===== config.mk =====
export PLATFORM = sky130hd
export DESIGN_NAME = skts_ctrl
export DESIGN_NICKNAME = d
export VERILOG_FILES = /design/src/hdl/skts_pkg.sv /design/src/hdl/skts_ctrl.sv
export SDC_FILE = /design/constraint.sdc
export NUM_CORES = 1
export LEC_CHECK = 0
export BUFFER_PORTS_ARGS = -buffer_cell sky130_fd_sc_hd__buf_4
export CORE_AREA = 2 2 39 41
export DETAILED_ROUTE_END_ITERATION = 16
export DIE_AREA = 0 0 41 43
export HOLD_SLACK_MARGIN = 0.08
export PLACE_DENSITY = 0.47
export SLEW_MARGIN = 20
export SYNTH_ARGS = -nofsm -noshare
export SYNTH_HDL_FRONTEND = slang
export SYNTH_SLANG_ARGS = --single-unit
export TNS_END_PERCENT = 5

===== constraint.sdc =====
create_clock -name clk -period 2.9 [get_ports clk]
set_input_delay 0 -clock clk [delete_from_list [all_inputs] [get_ports clk]]
set_output_delay 0 -clock clk [all_outputs]
set_load 0.005 [all_outputs]

===== src/hdl/skts_pkg.sv =====
`timescale 1ns / 1ps
`default_nettype none
// ----------------------------------------------------------------------------
// skts_pkg
// Types and codes shared by the sorted key table search modules.
// ----------------------------------------------------------------------------
package skts_pkg;

    localparam int KeyWidth = 64;
    localparam int DivCountWidth = 6;

    localparam logic [1:0] KIND_APPEND = 2'd0;
    localparam logic [1:0] KIND_QUERY  = 2'd1;
    localparam logic [1:0] KIND_CLEAR  = 2'd2;

    typedef struct packed {
        logic [1:0]          kind;
        logic [KeyWidth-1:0] key;
    } skts_item_t;

    typedef struct packed {
        logic        found;
        logic [9:0]  match_index;
        logic [3:0]  binary_probes;
        logic [10:0] modulo_probes;
    } skts_result_t;

    typedef enum logic [3:0] {
        OP_NONE,
        OP_LOAD,
        OP_B_CHECK,
        OP_B_CMP,
        OP_M_RDH,
        OP_M_RDL,
        OP_DIV_START,
        OP_DIV_STEP,
        OP_M_RDP,
        OP_M_CMP
    } skts_op_t;

    typedef struct packed {
        skts_op_t op;
    } skts_cmd_t;

    typedef struct packed {
        logic in_query;
        logic empty;
        logic b_range_empty;
        logic b_hit;
        logic div_last;
        logic m_stop;
    } skts_status_t;

endpackage
`default_nettype wire


===== src/hdl/skts_ctrl.sv =====
`timescale 1ns / 1ps
`default_nettype none
// ----------------------------------------------------------------------------
// skts_ctrl
// Sequencer for append, clear and the two searches of a query.
// ----------------------------------------------------------------------------
module skts_ctrl
    import skts_pkg::*;
(
    input  wire logic         clk,
    input  wire logic         rst_n,
    input  wire logic         start,
    input  wire skts_status_t status,
    output skts_cmd_t         cmd,
    output logic              busy,
    output logic              done
);

    typedef enum logic [3:0] {
        S_IDLE,
        S_B_CHECK,
        S_B_CMP,
        S_M_RDH,
        S_M_RDL,
        S_DIV_START,
        S_DIV_STEP,
        S_M_RDP,
        S_M_CMP,
        S_RESULT
    } state_t;

    state_t state_reg, state_next;

    // command decode and next state
    always_comb
    begin
        state_next = state_reg;
        cmd.op     = OP_NONE;
        unique case (state_reg)
            S_IDLE:
            begin
                if (start)
                begin
                    cmd.op = OP_LOAD;
                    if (status.in_query)
                    begin
                        state_next = status.empty ? S_RESULT : S_B_CHECK;
                    end
                end
            end
            S_B_CHECK:
            begin
                cmd.op     = OP_B_CHECK;
                state_next = status.b_range_empty ? S_M_RDH : S_B_CMP;
            end
            S_B_CMP:
            begin
                cmd.op     = OP_B_CMP;
                state_next = status.b_hit ? S_M_RDH : S_B_CHECK;
            end
            S_M_RDH:
            begin
                cmd.op     = OP_M_RDH;
                state_next = S_M_RDL;
            end
            S_M_RDL:
            begin
                cmd.op     = OP_M_RDL;
                state_next = S_DIV_START;
            end
            S_DIV_START:
            begin
                cmd.op     = OP_DIV_START;
                state_next = S_DIV_STEP;
            end
            S_DIV_STEP:
            begin
                cmd.op = OP_DIV_STEP;
                if (status.div_last)
                begin
                    state_next = S_M_RDP;
                end
            end
            S_M_RDP:
            begin
                cmd.op     = OP_M_RDP;
                state_next = S_M_CMP;
            end
            S_M_CMP:
            begin
                cmd.op     = OP_M_CMP;
                state_next = status.m_stop ? S_RESULT : S_M_RDH;
            end
            S_RESULT:
            begin
                state_next = S_IDLE;
            end
            default:
            begin
                state_next = S_IDLE;
            end
        endcase
    end

    // state register
    always_ff @(posedge clk or negedge rst_n)
    begin
        if (!rst_n)
        begin
            state_reg <= S_IDLE;
        end
        else
        begin
            state_reg <= state_next;
        end
    end

    assign busy = (state_reg != S_IDLE);
    assign done = (state_reg == S_RESULT);

endmodule
`default_nettype wire


**Word level (Yosys, flattened, before mapping)**

Index checks and enable logic that the tools add are counted.

- Output and inout bits: 6
- Bits in latches: 0
- RAM bits: 0
- Logic and storage cells: 26
- Memory bits (read-only): 0
- Memories: 0
- Flip-flop bits (word level): 4
- Input bits: 9

- Order comparisons: 0
- Equal/unequal tests: 12
- Divide/modulo/power cells: 0
- Multiplexer cells: 10
- Add/subtract/negate cells: 0
- Shift operators: 0
- Multipliers: 0
- Reductions and logical operators: 3
- Bitwise operators: 0

Operators by type and width:

| cell | count |
|---|---|
| 4-bit case mux with 9 select lines | 2 |
| 4-bit two-way mux | 5 |
| 4-bit by 3-bit equality test with 1-bit output, second input constant | 4 |
| 4-bit by 2-bit equality test with 1-bit output, second input constant | 2 |
| 4-bit equality test, second input constant | 2 |
| 2-bit inequality test, second input constant | 3 |
| 4-bit by 1-bit equality test with 1-bit output, second input constant | 1 |
| 4-bit logical NOT | 1 |
| 4-bit nonzero test | 1 |
| 3-bit AND reduction | 1 |
| 1-bit two-way mux | 2 |
| 2-bit two-way mux | 1 |

**Longest topological paths before layout**

- Depth in word-level cells: 4
- Depth in mapped cells: 5
- Depth with buffers taken out: 3

**Least setup slack after synthesis**

Ideal clock, no wire load.

- Path kind: register to register
- Start: register state_reg[1]
- End: register state_reg[0]
- Path slack: 1.764 ns
- Setup time: 0.065 ns
- Data arrival time: 1.071 ns
- Data required time: 2.835 ns
- Stages on the path, launching flop included: 6
- Period minus slack after synthesis: 1.136 ns
- Buffers on the path: 2
- Path through: dfrtp_1 buf_6 or2_1 clkbuf_2 a21oi_1 o211a_1

- Word-level cells in the longest chain between the ends: 3
- Elaborated cells on any way between the ends: 14
- Those cells by class: eq/ne: 11; mux: 1; reduce/logical: 2

RTL lines:

| item | line | text |
|---|---|---|
| from (decl) | skts_ctrl.sv:32 | `state_t state_reg, state_next;` |
| from (signal assigned) | skts_ctrl.sv:114 | `state_reg <= state_next;` |
| 4-bit by 3-bit equality test with 1-bit output or 4-bit logical NOT (tied branches) | skts_ctrl.sv:39 | `unique case (state_reg)` |
| 2-bit inequality test (no source line) | - |  |
| 3-bit AND reduction (no source line) | - |  |

Several ways; a longest one is shown, not always the timed one.
A chain may end at the register's enable or synchronous reset.

**Final worst setup path**

- Start: register state_reg[1]
- End: output busy

- Word-level cells in the longest chain between the ends: 1

RTL lines:

| item | line | text |
|---|---|---|
| 4-bit nonzero test | skts_ctrl.sv:118 | `assign busy = (state_reg != S_IDLE);` |
| to (decl) | skts_ctrl.sv:15 | `output logic busy,` |

No other way between the ends.

==> impl_metrics.tcl <==
set metrics [dict create \
    grt.overflow.total 0 \
    max_freq_mhz 667 \
    area_growth_syn_to_layout_pct 34.8 \
    io_pins 15 \
    layout.nets 66 \
    numCtsBuffers 3 \
    die_h_um 43 \
    netlist_area_um2 342 \
    antenna_left 0 \
    synth_warnings 0 \
    clockRootBuffer "clkbuf_4" \
    rows 14 \
    synth_nets 52 \
    final-hold-violation-count 0 \
    diodes 0 \
    cap_violations 0 \
    worstSkewPairLatency_ns 0.23 \
    tns_ns 0 \
    final_common_cell "buf_4" \
    min_period_over_period_pct 51.7 \
    cts_tree "yes" \
    placed_area_um2 428 \
    status "completed" \
    vias 340 \
    worstPathArrival_ns 1.50 \
    ir_worst_vdd_mv 0.307 \
    crit_fanout 8 \
    placedCellCount 67 \
    synth_cells 43 \
    power_density_mw_per_mm2 1030 \
    routed_wl_um 765 \
    rsz0062_at_grt "no" \
    fin_crit_ns 1.50 \
    skew_ns 0.00427 \
    coreArea_mm2 0.00138 \
    initial_core_util_pct 24.7 \
    wl_per_cell_um 10.8 \
    port_buffers 14 \
    worstMarginPinSlew_ns 0.461 \
    power_leakage_nw 0.212 \
    largest_register_ffs 4 \
    grt_max_degree 19 \
    final_cell_mix "buf_4, nor2_1, dfrtp_1, o21ai_0, clkbuf_4" \
    slew_violations 0 \
    setup_violations 0 \
    gp_congestion 0.671 \
    track_usage_pct 10.7 \
    dr.pass1.iters 4 \
    viasPerCell 4.79 \
    final_core_util_pct 33.3 \
    critical_path_class "reg -> out" \
    clkSlewWorstSetupHoldPaths_ns 0.04 \
    grt_pass1_vias 292 \
    worstSetupEndpointType "primary output" \
    instances_no_fill 71 \
    seq_area_frac_synth_pct 29.3 \
    cp-start-kind "register" \
    numClockSinks 4 \
    ys_ff_latch 4 \
    drtIter0Drc 3 \
    cts_buffer_depth 2 \
    timing.slew.headroom_pct 69.2 \
    grt_antenna_before_repair 0 \
    die_x_um 41 \
    synth_area_per_cell_um2 7.94 \
    ctsResizeCount 0 \
    preCtsSetupSlack_ns 1.67 \
    hold_path_class "in -> async" \
    drcViolationCount 0 \
    grt_pass1_wl_mm 1.25 \
    final_cell_area_um2 460 \
    drive_gt1_share_pct 30.9 \
    cts_max_level 1 \
    ys_types 27 \
    die_area_mm2 0.00176 \
    required_ns 2.90 \
    dp_hpwl_um 536 \
    fin_ws_ns 1.40 \
]
==> power by group <==
group	switching [W]	total, W	leakage [nW]	internal, W
Clock	0.0000233	0.0000696	0.0138	0.0000463
Sequential	0.0000686	0.000150	0.0506	0.0000817
Combinational	0.000103	0.000253	0.148	0.000150
==> cell usage after synthesis (all sizes together) <==
cell type  number  area share (%)
nand2           2             2.2
or2             1             1.8
nor3b           1             2.2
dfrtp           4              29
o21ai           3             4.4
nand2b          1             1.8
and3            1             1.8
or3             1             1.8
clkbuf          2             2.9
o211a           1             2.9
a2bb2oi         1             2.6
nand3           1             1.5
o2bb2ai         1             2.6
and4b           1             2.9
nand3b          1             2.2
nor2b           2             3.7
buf             4             8.4
nor2            4             4.4
xor2            1             2.6
a211oi          2             4.4
o31ai           2             4.4
nor3            1             1.5
inv             2             2.2
xnor2           1             2.6
a21oi           2             2.9
==> stage by stage <==
step,power (W),hold WS (ns)
2_1_floorplan,0.000333,-0.296
3_3_place_gp,0.000406,-0.199
3_5_place_dp,0.000403,-0.202
4_1_cts,0.000479,0.0974
5_1_grt,0.000526,0.0994
6_report,0.000473,0.0994
==> kinds of logic (layout without fill, tap and decap cells) <==
family          after synthesis  in the layout  share of synthesized area, %
xor+xnor                      2              2                          5.13
flops                         4              4                          29.3
buf+inv                       8             20                          13.6
simple gates                 17             17                          27.8
compound gates               12             12                          24.2
==> final cells by class <==
type,count,area (µm²)
clock buffer,3,22.5
fill,156,923
inverter,2,7.51
multi-input combinational,31,195
sequential,4,100
tap,16,20.0
timing repair buffer,15,115
==> path summary, 6_finish.rpt <==
kind                                                from                       end  slack [ns]  cells past startpoint
worst max-delay path            state_reg[1]$_DFFE_PN0P_                      busy        1.40                      3
worst min-delay path                               rst_n  state_reg[1]$_DFFE_PN0P_         0.1                      2
worst max register to register  state_reg[3]$_DFFE_PN0P_  state_reg[0]$_DFFE_PN0P_        1.68                      3
worst min register to register  state_reg[1]$_DFFE_PN0P_  state_reg[1]$_DFFE_PN0P_        0.68                      2
max in group asynchronous                          rst_n  state_reg[2]$_DFFE_PN0P_        2.70                      2
min in group clk                               status[0]  state_reg[3]$_DFFE_PN0P_        0.12                      3
==> per-layer routing <==
layer | wire (µm) | track usage (%) | up-vias
met1 | 346 | 14.6 | 159
met5 | 0 | 0 | -
met3 | 40 | 1.57 | 0
li1 | - | - | 172
met2 | 377 | 13.4 | 9
met4 | 0 | 10.0 | 0
==> worst max-delay path, stage by stage, from the launching register on <==
cell,delay [ns]
dfrtp_1,0.45
or2_1,0.33
or3_1,0.33
buf_4,0.14
==> what timing repair did <==
action / in CTS / in global routing
hold buffers: 1 / 0
buffers inserted: 0 / 0
hold endpoints to repair: 4 / 0
No activity file was read; power rests on OpenSTA's default activity.
